==> src/rtl/tti_lerp.sv <==
// tti_lerp: one-component fixed point blend e0 + ((e1-e0)*frac + 2^15) >>> 16
// no dependencies (widths are written by value)
`timescale 1ns / 1ps

module tti_lerp
(
    input  logic        clk,
    input  logic        signed_mode,
    input  logic [15:0] e0,
    input  logic [15:0] e1,
    input  logic [15:0] frac,
    output logic [15:0] result
);

    logic signed [17:0] e0_ext;
    logic signed [17:0] e1_ext;
    logic signed [17:0] diff;
    logic signed [35:0] prod_next;
    logic signed [35:0] prod_reg;
    logic signed [17:0] e0_reg;
    logic signed [35:0] rounded;

    // operand extension by signedness, then difference and product with frac
    always_comb
    begin
        e0_ext = signed_mode ? {{2{e0[15]}}, e0} : {2'b00, e0};
        e1_ext = signed_mode ? {{2{e1[15]}}, e1} : {2'b00, e1};
        diff = e1_ext - e0_ext;
        prod_next = diff * $signed({2'b00, frac});
    end

    // register the product and the extended base
    always_ff @(posedge clk)
    begin
        prod_reg <= prod_next;
        e0_reg   <= e0_ext;
    end

    // round, shift and add the base
    always_comb
    begin
        rounded = (prod_reg + 36'sd32768) >>> 16;
        result = 16'(rounded[17:0] + e0_reg);
    end

endmodule

==> config.mk <==
export PLATFORM = sky130hd
export DESIGN_NAME = tti_lerp
export DESIGN_NICKNAME = d
export VERILOG_FILES = /design/src/rtl/tti_lerp.sv
export SDC_FILE = /design/constraint.sdc
export NUM_CORES = 1
export LEC_CHECK = 0
export BUFFER_PORTS_ARGS = -buffer_cell sky130_fd_sc_hd__buf_2
export CORE_MARGIN = 2
export CORE_UTILIZATION = 35
export CTS_BUF_LIST = sky130_fd_sc_hd__clkbuf_16
export DETAILED_ROUTE_END_ITERATION = 10
export MAX_ROUTING_LAYER = met4
export PLACE_DENSITY = 0.55
export SETUP_SLACK_MARGIN = 0.4
export SLEW_MARGIN = 20
export SYNTH_ARGS = -nofsm -noshare
export SYNTH_HDL_FRONTEND = slang
export SYNTH_SLANG_ARGS = --single-unit
==> constraint.sdc <==
create_clock -name clk -period 18.3 [get_ports clk]
set_input_delay 1.83 -clock clk [delete_from_list [all_inputs] [get_ports clk]]
set_output_delay 1.83 -clock clk [all_outputs]
set_load 0.01 [all_outputs]
## Word-level counts from Yosys, hierarchy flattened

Cells that the tools add are included.
Widths: inputs -> output; s select.

- Output and inout port bits: 16
- Logic and storage cells: 8
- Flip-flop bits (word level): 48
- Input bits: 50

- $add $sub $neg: 3
- Multiply operators: 1
- Multiplexer cells: 2

Operators with widths:

| cell | number |
|---|---|
| $mux 18 | 2 |
| $add 32x17->32 const B | 1 |
| $mul 18x17->32 | 1 |
| $sub 18x18->18 | 1 |
| $add 16x16->16 | 1 |

## Depth between registers and ports, before layout

Gate-level depths: netlist (run 1).

- Depth after elaboration: 3
- Gate-level depth with buffers: 32
- Depth with buffers taken out: 31

## Worst setup path before layout (run 1)

Ideal clock, no wire load.

- Kind: input to register
- Start point: input port e0[6]
- End point: register prod_reg[25]
- Arrival time: 8.965 ns
- Buffers on the path: 2
- Cell stages on the path: 30
- Slack: 9.217 ns
- Cells stage by stage: inv_1 ha_1 or3_1 buf_2 o311a_1 o211a_1 o21a_1 nor2_1 xnor2_1 clkbuf_1 nand2_1 fa_1 fa_1 fa_1 inv_1 fa_1 fa_1 inv_1 fa_1 inv_1 ha_1 a21o_1 a21oi_1 and2_1 a211oi_1 nor2_1 o21ai_0 a221o_1 a21oi_1 xnor2_1

- Cells in the longest elaborated chain, start to end: 3

RTL lines:

| what | RTL line | text |
|---|---|---|
| start, declared | 9 | `input logic [15:0] e0,` |
| $mux 18 | 26 | `e0_ext = signed_mode ? {{2{e0[15]}}, e0} : {2'b00, e0};` |
| $sub 18x18->18 | 28 | `diff = e1_ext - e0_ext;` |
| $mul 18x17->32 | 29 | `prod_next = diff * $signed({2'b00, frac});` |
| named net prod_next[25] | 18 | `logic signed [35:0] prod_next;` |
| end signal, assigned | 35 | `prod_reg <= prod_next;` |
| end, declared | 19 | `logic signed [35:0] prod_reg;` |

The timed path passes the listed nets, and every way through them passes these cells.

## Final worst setup path (run 1)

- Start point: input port e0[0]
- End point: register prod_reg[31]

The elaborated chain is that of the path after synthesis.

==> flow_results.xml, run 1 <==
<?xml version="1.0" encoding="UTF-8"?>
<metrics>
  <group name="route">
    <metric name="drc" unit="">0</metric>
    <metric name="aggregate_routed_wire_length" unit="mm">30.6</metric>
    <metric name="vias_per_cell" unit="">4.75</metric>
    <metric name="avgRoutedWirePerCell" unit="um">16.1</metric>
    <metric name="drtIter0Drc" unit="">440</metric>
    <metric name="ant_nets" unit="">0</metric>
    <metric name="routed_via_count" unit="">9030</metric>
    <metric name="first_pass_iters" unit="">5</metric>
  </group>
  <group name="cells_and_area">
    <metric name="num_antenna_cells" unit="">0</metric>
    <metric name="numnets_final" unit="">1872</metric>
    <metric name="fill_cell_instance_count_of_the_final_layout" unit="">3691</metric>
    <metric name="drive_gt1_share" unit="%">7.07</metric>
    <metric name="synthToLayoutAreaGrowth" unit="%">7.99</metric>
    <metric name="flip_flop_count_of_the_largest_register_all_copies_and_words_added" unit="">17</metric>
    <metric name="stdcell_count" unit="">1903</metric>
  </group>
  <group name="synth">
    <metric name="main_combinational_cell_family_by_area_after_synthesis" unit="">adder cells</metric>
    <metric name="synthesis.area" unit="um2">12400</metric>
    <metric name="yosys.area_share.adder" unit="%">54.7</metric>
    <metric name="distinct_cells_synth" unit="">56</metric>
    <metric name="synth-simple-area-share" unit="%">15.8</metric>
    <metric name="synthesized_nets" unit="">1836</metric>
    <metric name="yosys-mux-area-fraction" unit="%">0.0806</metric>
    <metric name="synthArstFlopShare" unit="%">0</metric>
    <metric name="synth_xor_xnor_area_share" unit="%">5.83</metric>
    <metric name="synthesis.area_per_instance" unit="um2">8.84</metric>
    <metric name="yosysSeqAreaShare" unit="%">5.32</metric>
    <metric name="synth_edf_count" unit="">0</metric>
    <metric name="synth.ff_latch_count" unit="">33</metric>
    <metric name="post_synth_inst_count" unit="">1405</metric>
    <metric name="synth-main-ff-cell" unit="">sky130_fd_sc_hd__dfxtp_1</metric>
    <metric name="yosys_warning_count" unit="">0</metric>
    <metric name="synth_compound_gate_area_share" unit="%">6.18</metric>
  </group>
  <group name="global_routing">
    <metric name="pin_count_of_the_biggest_net_entering_global_routing" unit="">22</metric>
    <metric name="grt_overflow_total" unit="">0</metric>
    <metric name="antenna_found_initial" unit="">2</metric>
    <metric name="first_global_vias" unit="">9916</metric>
    <metric name="grt_usage" unit="%">18.5</metric>
    <metric name="grt_first_pass_wirelength" unit="mm">51.6</metric>
  </group>
  <group name="clocking">
    <metric name="cts.hold.buffers_added" unit="">0</metric>
    <metric name="post_cts_buffers" unit="">0</metric>
    <metric name="path_clk_slew" unit="ns">0.06</metric>
    <metric name="cts.repair.resized" unit="">0</metric>
    <metric name="cts_num_sinks" unit="">33</metric>
    <metric name="max-clock-path-buffers" unit="">2</metric>
    <metric name="clock_tree.root_cell" unit="">sky130_fd_sc_hd__clkbuf_16</metric>
    <metric name="cts_tree" unit="">done</metric>
    <metric name="number_of_buffers_inserted_during_clock_tree_synthesis" unit="">5</metric>
    <metric name="htree_levels" unit="">2</metric>
  </group>
  <group name="floorplanning">
    <metric name="die_h" unit="um">192</metric>
    <metric name="initial_core_utilization" unit="%">35.3</metric>
    <metric name="core" unit="um2">35200</metric>
    <metric name="top_level_ports" unit="">66</metric>
    <metric name="fp-row-count" unit="">69</metric>
    <metric name="die_area" unit="um2">37000</metric>
    <metric name="width_of_the_die" unit="um">192</metric>
  </group>
  <group name="placement">
    <metric name="gp_routability_congestion" unit="">0.814</metric>
    <metric name="hpwlAfterDp" unit="mm">24.5</metric>
    <metric name="count_of_port_buffers_added_during_placement" unit="">65</metric>
    <metric name="dp.cells" unit="">1895</metric>
  </group>
  <group name="run">
    <metric name="maxCapViolCount" unit="">0</metric>
  </group>
  <group name="sta">
    <metric name="finalSetupViolCount" unit="">0</metric>
    <metric name="maxClockFrequency" unit="GHz">0.101</metric>
    <metric name="tightestPinTransition" unit="ns">1.01</metric>
    <metric name="final_max_slew_viol_count" unit="">0</metric>
    <metric name="setup_repair_after_global_routing_missed_its_margin" unit="">no</metric>
    <metric name="final.period_utilization" unit="%">53.9</metric>
    <metric name="fin_setup_tns" unit="ns">0</metric>
    <metric name="period_needed" unit="ns">9.86</metric>
    <metric name="slew_headroom" unit="%">32.1</metric>
    <metric name="report.final.hold_viol_count" unit="">0</metric>
  </group>
  <group name="setup_path">
    <metric name="crit_family" unit="">adder cells</metric>
    <metric name="cp_data_arrival_time" unit="ns">10.03</metric>
    <metric name="slowest_delay" unit="ns">0.79</metric>
    <metric name="worstSetupPathType" unit="">input port to register</metric>
    <metric name="timing.critical_path.buf_inv" unit="">4</metric>
    <metric name="peak_fanout_along_the_critical_path" unit="">16</metric>
    <metric name="cp_data_required_time" unit="ns">18.47</metric>
    <metric name="endpoint_kind" unit="">register</metric>
    <metric name="worst_path_most_repeated_cell" unit="">sky130_fd_sc_hd__fa_1</metric>
    <metric name="cp_slowest_cell" unit="">sky130_fd_sc_hd__xnor2_2</metric>
    <metric name="worstSetupStartpointType" unit="">input port</metric>
  </group>
  <group name="run_status">
    <metric name="outcome" unit="">finished clean</metric>
  </group>
  <group name="worst_hold_path">
    <metric name="hold_path_class" unit="">input port to register</metric>
  </group>
</metrics>
kinds of logic (layout without fill, tap and decap cells):
group,count (synthesis),count (layout)
AOI/OAI and AO/OA,113,113
xor gates and xnor gates,81,81
adders and majority gates,383,383
buffers and inverters,397,434
DFF,33,33
muxes,1,1
and+or+nand+nor,397,397
cell usage in the layout (no fill, tap or decap), types with 4 or more instances in the layout:
| cell type | Yosys | final |
|---|---|---|
| sky130_fd_sc_hd__a21o_1 | 11 | 11 |
| sky130_fd_sc_hd__a21oi_1 | 34 | 33 |
| sky130_fd_sc_hd__ha_1 | 114 | 114 |
| sky130_fd_sc_hd__fa_1 | 267 | 267 |
| sky130_fd_sc_hd__inv_1 | 348 | 348 |
| sky130_fd_sc_hd__nand2_1 | 169 | 169 |
| sky130_fd_sc_hd__nand2b_1 | 11 | 11 |
| sky130_fd_sc_hd__dfxtp_1 | 33 | 33 |
| sky130_fd_sc_hd__o21a_1 | 10 | 10 |
| sky130_fd_sc_hd__xnor2_2 | 2 | 5 |
| sky130_fd_sc_hd__a31oi_1 | 5 | 5 |
| sky130_fd_sc_hd__nor2b_1 | 23 | 23 |
| sky130_fd_sc_hd__clkbuf_16 | 0 | 5 |
| sky130_fd_sc_hd__and3_1 | 6 | 6 |
| sky130_fd_sc_hd__xor2_1 | 20 | 20 |
| sky130_fd_sc_hd__buf_2 | 3 | 65 |
| sky130_fd_sc_hd__buf_4 | 0 | 13 |
| sky130_fd_sc_hd__xnor2_1 | 59 | 55 |
| sky130_fd_sc_hd__o2111ai_1 | 5 | 5 |
| sky130_fd_sc_hd__o21bai_1 | 5 | 5 |
| sky130_fd_sc_hd__nand3_1 | 19 | 19 |
| sky130_fd_sc_hd__o31ai_1 | 4 | 4 |
| sky130_fd_sc_hd__and2_1 | 108 | 108 |
| sky130_fd_sc_hd__a211oi_1 | 4 | 4 |
| sky130_fd_sc_hd__nor3_1 | 9 | 9 |
| sky130_fd_sc_hd__nor2_1 | 33 | 33 |
| sky130_fd_sc_hd__o21ai_0 | 15 | 15 |
per-layer routing:
| layer | share of wire, % | global-route usage (%) |
|---|---|---|
| met3 | 3.3 | 2.11 |
| met4 | 1.8 | 3.35 |
| met5 | 0 | - |
| met2 | 50 | 32.6 |
| met1 | 44 | 22.9 |
cell usage after synthesis, types with 4 or more instances:
cell / instances / area [um2]
sky130_fd_sc_hd__inv_1: 348 / 1310
sky130_fd_sc_hd__fa_1: 267 / 5350
sky130_fd_sc_hd__nand2_1: 169 / 634
sky130_fd_sc_hd__ha_1: 114 / 1430
sky130_fd_sc_hd__and2_1: 108 / 676
sky130_fd_sc_hd__xnor2_1: 59 / 517
sky130_fd_sc_hd__clkbuf_1: 42 / 158
sky130_fd_sc_hd__a21oi_1: 34 / 170
sky130_fd_sc_hd__dfxtp_1: 33 / 661
sky130_fd_sc_hd__nor2_1: 33 / 124
sky130_fd_sc_hd__nor2b_1: 23 / 144
sky130_fd_sc_hd__xor2_1: 20 / 175
sky130_fd_sc_hd__nand3_1: 19 / 95.1
sky130_fd_sc_hd__o21ai_0: 15 / 75.1
sky130_fd_sc_hd__a21o_1: 11 / 82.6
sky130_fd_sc_hd__nand2b_1: 11 / 68.8
sky130_fd_sc_hd__o21a_1: 10 / 75.1
sky130_fd_sc_hd__nor3_1: 9 / 45.0
sky130_fd_sc_hd__and3_1: 6 / 37.5
sky130_fd_sc_hd__a31oi_1: 5 / 31.3
sky130_fd_sc_hd__o2111ai_1: 5 / 43.8
sky130_fd_sc_hd__o21bai_1: 5 / 37.5
sky130_fd_sc_hd__a211oi_1: 4 / 30.0
sky130_fd_sc_hd__o31ai_1: 4 / 30.0
path summary, 6_finish.rpt:
kind | from | endpoint | slack, ns | cells after the start
worst max-delay path | e0[0] | prod_reg[31] | 8.44 | 29
worst min-delay path | e0[8] | e0_reg[8] | 1.66 | 1
stage by stage:
step	hold slack (ns)	instance area [um2]	utilization (%)	worst slack, ns
floorplan	1.86	12400	-	9.22
global placement	1.95	13300	37.7	8.22
detailed placement	1.95	13300	37.7	8.21
CTS	1.65	13400	38.1	8.47
global route	1.65	13400	38.1	7.96
finish	1.66	13400	38.1	8.44
area by class of cell:
cell class / instances / area (um2) / area share (%)
Sequential cell: 33 / 661 / 4.92
Tap cell: 461 / 577 / 4.30
Clock buffer: 5 / 125 / 0.933
Multi-Input combinational cell: 975 / 10300 / 76.8
Inverter: 348 / 1310 / 9.74
Clock inverter: 3 / 17.5 / 0.131
Timing Repair Buffer: 78 / 423 / 3.15
Power of run 1 is not shown: default switching activity piles up to over one toggle a cycle in this logic, so the estimate is an artifact.
==> run 2: changes to the inputs <==
Clock period 18.3 ns to 9.76 ns, I/O delays scaled along.
==> flow_results.xml, run 2 (synthesis results as in run 1) <==
<?xml version="1.0" encoding="UTF-8"?>
<metrics>
  <group name="run_status">
    <metric name="outcome" unit="">finished clean</metric>
  </group>
  <group name="route">
    <metric name="drtIter0Drc" unit="">352</metric>
    <metric name="routed_via_count" unit="">9084</metric>
    <metric name="ant_nets" unit="">0</metric>
    <metric name="first_pass_iters" unit="">4</metric>
    <metric name="avgRoutedWirePerCell" unit="um">16.1</metric>
    <metric name="aggregate_routed_wire_length" unit="mm">30.7</metric>
    <metric name="vias_per_cell" unit="">4.76</metric>
    <metric name="drc" unit="">0</metric>
  </group>
  <group name="sta">
    <metric name="finalSetupViolCount" unit="">0</metric>
    <metric name="setup_repair_after_global_routing_missed_its_margin" unit="">no</metric>
    <metric name="period_needed" unit="ns">8.78</metric>
    <metric name="fin_setup_tns" unit="ns">0</metric>
    <metric name="slew_headroom" unit="%">30.4</metric>
    <metric name="tightestPinTransition" unit="ns">1.04</metric>
    <metric name="finalWorstSetupSlack" unit="ns">0.980</metric>
    <metric name="report.final.hold_viol_count" unit="">0</metric>
    <metric name="final.period_utilization" unit="%">90.0</metric>
    <metric name="maxClockFrequency" unit="GHz">0.114</metric>
    <metric name="final_max_slew_viol_count" unit="">0</metric>
  </group>
  <group name="clocking">
    <metric name="number_of_buffers_inserted_during_clock_tree_synthesis" unit="">5</metric>
    <metric name="cts.repair.resized" unit="">0</metric>
    <metric name="cts_num_sinks" unit="">33</metric>
    <metric name="htree_levels" unit="">2</metric>
    <metric name="clock_tree.root_cell" unit="">sky130_fd_sc_hd__clkbuf_16</metric>
    <metric name="cts_tree" unit="">done</metric>
    <metric name="path_clk_slew" unit="ns">0.06</metric>
    <metric name="cts.hold.buffers_added" unit="">0</metric>
    <metric name="post_cts_buffers" unit="">0</metric>
    <metric name="max-clock-path-buffers" unit="">2</metric>
  </group>
  <group name="setup_path">
    <metric name="cp_slowest_cell" unit="">sky130_fd_sc_hd__fa_1</metric>
    <metric name="slowest_delay" unit="ns">0.73</metric>
    <metric name="worstSetupStartpointType" unit="">input port</metric>
    <metric name="cp_data_arrival_time" unit="ns">8.95</metric>
    <metric name="endpoint_kind" unit="">register</metric>
    <metric name="timing.critical_path.buf_inv" unit="">5</metric>
    <metric name="crit_family" unit="">adder cells</metric>
    <metric name="peak_fanout_along_the_critical_path" unit="">12</metric>
    <metric name="cp_data_required_time" unit="ns">9.93</metric>
    <metric name="worstSetupPathType" unit="">input port to register</metric>
    <metric name="worst_path_most_repeated_cell" unit="">sky130_fd_sc_hd__fa_1</metric>
  </group>
  <group name="placement">
    <metric name="hpwlAfterDp" unit="mm">25.5</metric>
    <metric name="count_of_port_buffers_added_during_placement" unit="">65</metric>
    <metric name="preCtsSetupSlack" unit="ns">0.703</metric>
    <metric name="gp_routability_congestion" unit="">0.803</metric>
  </group>
  <group name="global_routing">
    <metric name="grt_first_pass_wirelength" unit="mm">51.6</metric>
    <metric name="use_met3" unit="%">1.44</metric>
    <metric name="grt.met1_usage" unit="%">23.0</metric>
    <metric name="grt_usage" unit="%">18.3</metric>
    <metric name="use_met2" unit="%">32.4</metric>
    <metric name="grt_overflow_total" unit="">0</metric>
    <metric name="most_crowded_layer_gr" unit="">met2</metric>
    <metric name="pin_count_of_the_biggest_net_entering_global_routing" unit="">22</metric>
    <metric name="antenna_found_initial" unit="">1</metric>
    <metric name="first_global_vias" unit="">10000</metric>
  </group>
  <group name="cells_and_area">
    <metric name="fill_cell_instance_count_of_the_final_layout" unit="">3633</metric>
    <metric name="synthToLayoutAreaGrowth" unit="%">7.94</metric>
    <metric name="most-common-layout-cells" unit="">sky130_fd_sc_hd__inv_1, sky130_fd_sc_hd__fa_1, sky130_fd_sc_hd__nand2_1</metric>
    <metric name="numnets_final" unit="">1878</metric>
    <metric name="num_antenna_cells" unit="">0</metric>
    <metric name="drive_gt1_share" unit="%">6.98</metric>
    <metric name="flip_flop_count_of_the_largest_register_all_copies_and_words_added" unit="">17</metric>
    <metric name="final_common_cell" unit="">sky130_fd_sc_hd__inv_1</metric>
  </group>
  <group name="run">
    <metric name="maxCapViolCount" unit="">0</metric>
  </group>
  <group name="floorplanning">
    <metric name="initial_core_utilization" unit="%">35.3</metric>
    <metric name="top_level_ports" unit="">66</metric>
    <metric name="die_h" unit="um">192</metric>
    <metric name="die_area" unit="um2">37000</metric>
    <metric name="fp-row-count" unit="">69</metric>
    <metric name="core" unit="um2">35200</metric>
    <metric name="width_of_the_die" unit="um">192</metric>
  </group>
  <group name="worst_hold_path">
    <metric name="hold_path_class" unit="">input port to register</metric>
  </group>
</metrics>
## run 2: cell type report
class / instances / area, um2 / area share (%)
clock buffer: 5 / 125 / 0.933
clock inverter: 2 / 11.3 / 0.0840
inverter: 348 / 1310 / 9.74
multi-input combinational: 975 / 10300 / 76.5
sequential: 33 / 661 / 4.93
tap: 461 / 577 / 4.30
timing repair buffer: 84 / 468 / 3.49
## run 2: final timing paths
| check | startpoint | to | slack, ns | depth (start not counted) |
|---|---|---|---|---|
| max | e0[1] | prod_reg[31] | 0.98 | 28 |
| min | e0[14] | e0_reg[14] | 0.81 | 1 |
## run 2: per-layer routing
layer  wire, um  part of all wire [%]
met1      13500                    44
met2      15500                    51
met3        872                   2.8
met4        737                   2.4
met5          0                     0
## run 2: metrics by stage
stage | hold slack [ns] | instances | utilization (%) | instance area [um2]
6_report | 0.807 | 1908 | 38.1 | 13400
5_1_grt | 0.801 | 1908 | 38.1 | 13400
4_1_cts | 0.801 | 1908 | 38.1 | 13400
3_5_place_dp | 1.10 | 1901 | 37.7 | 13300
3_3_place_gp | 1.09 | 1901 | 37.7 | 13300
2_1_floorplan | 1.00 | 1405 | - | 12400
Power of run 2 is left out for the same reason.
==> run 3: changes to the inputs <==
Settings changed: ABC_AREA from default to 1, PLACE_DENSITY 0.55 to 0.54.
==> flow_results.xml, run 3 <==
<?xml version="1.0" encoding="UTF-8"?>
<metrics>
  <group name="clocking">
    <metric name="htree_levels" unit="">2</metric>
    <metric name="path_clk_slew" unit="ns">0.06</metric>
    <metric name="cts_tree" unit="">done</metric>
    <metric name="cts.hold.buffers_added" unit="">0</metric>
    <metric name="cts_num_sinks" unit="">33</metric>
    <metric name="post_cts_buffers" unit="">0</metric>
    <metric name="cts.repair.resized" unit="">0</metric>
    <metric name="number_of_buffers_inserted_during_clock_tree_synthesis" unit="">5</metric>
    <metric name="clock_tree.root_cell" unit="">sky130_fd_sc_hd__clkbuf_16</metric>
    <metric name="max-clock-path-buffers" unit="">2</metric>
  </group>
  <group name="route">
    <metric name="aggregate_routed_wire_length" unit="mm">37.4</metric>
    <metric name="first_pass_iters" unit="">5</metric>
    <metric name="vias_per_cell" unit="">4.79</metric>
    <metric name="drc" unit="">0</metric>
    <metric name="ant_nets" unit="">0</metric>
    <metric name="avgRoutedWirePerCell" unit="um">17.0</metric>
    <metric name="routed_via_count" unit="">10600</metric>
    <metric name="drtIter0Drc" unit="">569</metric>
  </group>
  <group name="synth">
    <metric name="synth_edf_count" unit="">0</metric>
    <metric name="synth.most_common_cell" unit="">sky130_fd_sc_hd__inv_1</metric>
    <metric name="distinct_cells_synth" unit="">43</metric>
    <metric name="yosys.area.top_type_share" unit="%">40.9</metric>
    <metric name="synthesis.area_per_instance" unit="um2">7.77</metric>
    <metric name="synthesis.area" unit="um2">13100</metric>
    <metric name="synthTopCellsByArea" unit="">sky130_fd_sc_hd__fa_1, sky130_fd_sc_hd__inv_1, sky130_fd_sc_hd__ha_1</metric>
    <metric name="post_synth_inst_count" unit="">1684</metric>
    <metric name="yosysSeqAreaShare" unit="%">5.05</metric>
    <metric name="post-synth-top-area-cell" unit="">sky130_fd_sc_hd__fa_1</metric>
    <metric name="synth.top_cells.by_count" unit="">sky130_fd_sc_hd__inv_1, sky130_fd_sc_hd__nand2_1, sky130_fd_sc_hd__fa_1</metric>
    <metric name="synth.ff_latch_count" unit="">33</metric>
    <metric name="synth-main-ff-cell" unit="">sky130_fd_sc_hd__dfxtp_1</metric>
    <metric name="synthArstFlopShare" unit="%">0</metric>
    <metric name="synthesized_nets" unit="">2115</metric>
    <metric name="yosys_warning_count" unit="">0</metric>
  </group>
  <group name="placement">
    <metric name="count_of_port_buffers_added_during_placement" unit="">65</metric>
    <metric name="gp_routability_congestion" unit="">0.904</metric>
    <metric name="hpwlAfterDp" unit="mm">32.4</metric>
  </group>
  <group name="cells_and_area">
    <metric name="num_antenna_cells" unit="">0</metric>
    <metric name="numnets_final" unit="">2164</metric>
    <metric name="drive_gt1_share" unit="%">7.15</metric>
    <metric name="fin_util" unit="%">38.3</metric>
    <metric name="synthToLayoutAreaGrowth" unit="%">7.57</metric>
    <metric name="flip_flop_count_of_the_largest_register_all_copies_and_words_added" unit="">17</metric>
    <metric name="most-common-layout-cells" unit="">sky130_fd_sc_hd__inv_1, sky130_fd_sc_hd__nand2_1, sky130_fd_sc_hd__fa_1</metric>
    <metric name="final_common_cell" unit="">sky130_fd_sc_hd__inv_1</metric>
  </group>
  <group name="floorplanning">
    <metric name="width_of_the_die" unit="um">197</metric>
    <metric name="initial_core_utilization" unit="%">35.6</metric>
    <metric name="die_area" unit="um2">38900</metric>
    <metric name="die_h" unit="um">197</metric>
    <metric name="core" unit="um2">36700</metric>
    <metric name="fp-row-count" unit="">70</metric>
    <metric name="top_level_ports" unit="">66</metric>
  </group>
  <group name="sta">
    <metric name="maxClockFrequency" unit="GHz">0.127</metric>
    <metric name="report.final.hold_viol_count" unit="">0</metric>
    <metric name="setup_repair_after_global_routing_missed_its_margin" unit="">no</metric>
    <metric name="period_needed" unit="ns">7.90</metric>
    <metric name="slew_headroom" unit="%">45.4</metric>
    <metric name="fin_worst_hold_slack" unit="ns">0.819</metric>
    <metric name="finalSetupViolCount" unit="">0</metric>
    <metric name="fin_setup_tns" unit="ns">0</metric>
    <metric name="final.period_utilization" unit="%">81.0</metric>
    <metric name="tightestPinTransition" unit="ns">0.813</metric>
    <metric name="final_max_slew_viol_count" unit="">0</metric>
  </group>
  <group name="run_status">
    <metric name="outcome" unit="">finished clean</metric>
  </group>
  <group name="global_routing">
    <metric name="grt_usage" unit="%">20.8</metric>
    <metric name="antenna_found_initial" unit="">0</metric>
    <metric name="first_global_vias" unit="">11300</metric>
    <metric name="grt_first_pass_wirelength" unit="mm">60.8</metric>
    <metric name="grt_overflow_total" unit="">0</metric>
    <metric name="pin_count_of_the_biggest_net_entering_global_routing" unit="">19</metric>
  </group>
  <group name="setup_path">
    <metric name="worstSetupStartpointType" unit="">input port</metric>
    <metric name="peak_fanout_along_the_critical_path" unit="">11</metric>
    <metric name="cp_data_arrival_time" unit="ns">8.06</metric>
    <metric name="worstSetupPathType" unit="">input port to register</metric>
    <metric name="cp_slowest_cell" unit="">sky130_fd_sc_hd__fa_1</metric>
    <metric name="slowest_delay" unit="ns">0.60</metric>
    <metric name="endpoint_kind" unit="">register</metric>
    <metric name="cp_data_required_time" unit="ns">9.92</metric>
  </group>
  <group name="worst_hold_path">
    <metric name="whs_path_depth" unit="">1</metric>
    <metric name="hold_path_class" unit="">input port to register</metric>
  </group>
  <group name="run">
    <metric name="maxCapViolCount" unit="">0</metric>
  </group>
</metrics>
==> run 3: cell count changes after synthesis, moves of 8 or more <==
cell / delta
sky130_fd_sc_hd__inv_1: +97
sky130_fd_sc_hd__nand2_2: +9
sky130_fd_sc_hd__nor2b_1: -23
sky130_fd_sc_hd__xor2_1: +23
sky130_fd_sc_hd__o21a_1: -8
sky130_fd_sc_hd__clkbuf_1: -19
sky130_fd_sc_hd__and2_1: -108
sky130_fd_sc_hd__o21ai_0: +16
sky130_fd_sc_hd__a21oi_1: +23
sky130_fd_sc_hd__nand3_1: +33
sky130_fd_sc_hd__nand2b_1: -11
sky130_fd_sc_hd__nand2_1: +152
sky130_fd_sc_hd__nor2_1: +135
sky130_fd_sc_hd__xnor2_1: -41
==> run 3: path summary, 6_finish.rpt <==
path / startpoint / to / slack, ns
worst min-delay path: e0[8] / e0_reg[8] / 0.82
worst max-delay path: e0[0] / prod_reg[29] / 1.86
==> run 3: stage by stage <==
stage | setup slack, ns | cell area, um2 | std cells
2_1_floorplan | 2.64 | 13100 | 1684
3_3_place_gp | 1.70 | 13900 | 2194
3_5_place_dp | 1.64 | 13900 | 2194
4_1_cts | 1.90 | 14100 | 2202
5_1_grt | 1.37 | 14100 | 2202
6_report | 1.86 | 14100 | 2202
==> run 3: area by class of cell <==
type                            instances  area [um2]
Timing Repair Buffer                   70         363
Multi-Input combinational cell       1164       10600
Clock buffer                            5         125
Inverter                              459        1730
Tap cell                              468         586
Fill cell                            3848       22600
Sequential cell                        33         661
Clock inverter                          3        41.3
==> run 3: cells by family (layout without fill, tap and decap cells) <==
group	count (synthesis)	in the layout	share of synthesized area [%]
AND/OR/NAND/NOR	597	597	19.2
buffers and inverters	487	537	14.1
adder cells (fa/ha/maj)	381	381	51.8
AO/OA/AOI/OAI	121	121	5.31
XOR/XNOR	65	65	4.58
flip-flops	33	33	5.05
==> run 3: critical path: cells and delay by family <==
family / cells / cell delay, ns
AOI/OAI and AO/OA: 5 / 0.98
xor gates and xnor gates: 1 / 0.17
adders and majority gates: 9 / 4.05
buffers and inverters: 8 / 0.91
and+or+nand+nor: 8 / 0.98
==> run 3: layer usage <==
layer / part of all wire [%] / global-route usage (%) / up-vias
li1: - / - / 5025
met1: 43 / 26.3 / 5265
met2: 51 / 36.7 / 221
met3: 3.5 / 1.38 / 44
met4: 2.5 / 4.71 / 0
met5: 0 / - / -
Power of run 3 is left out for the same reason.
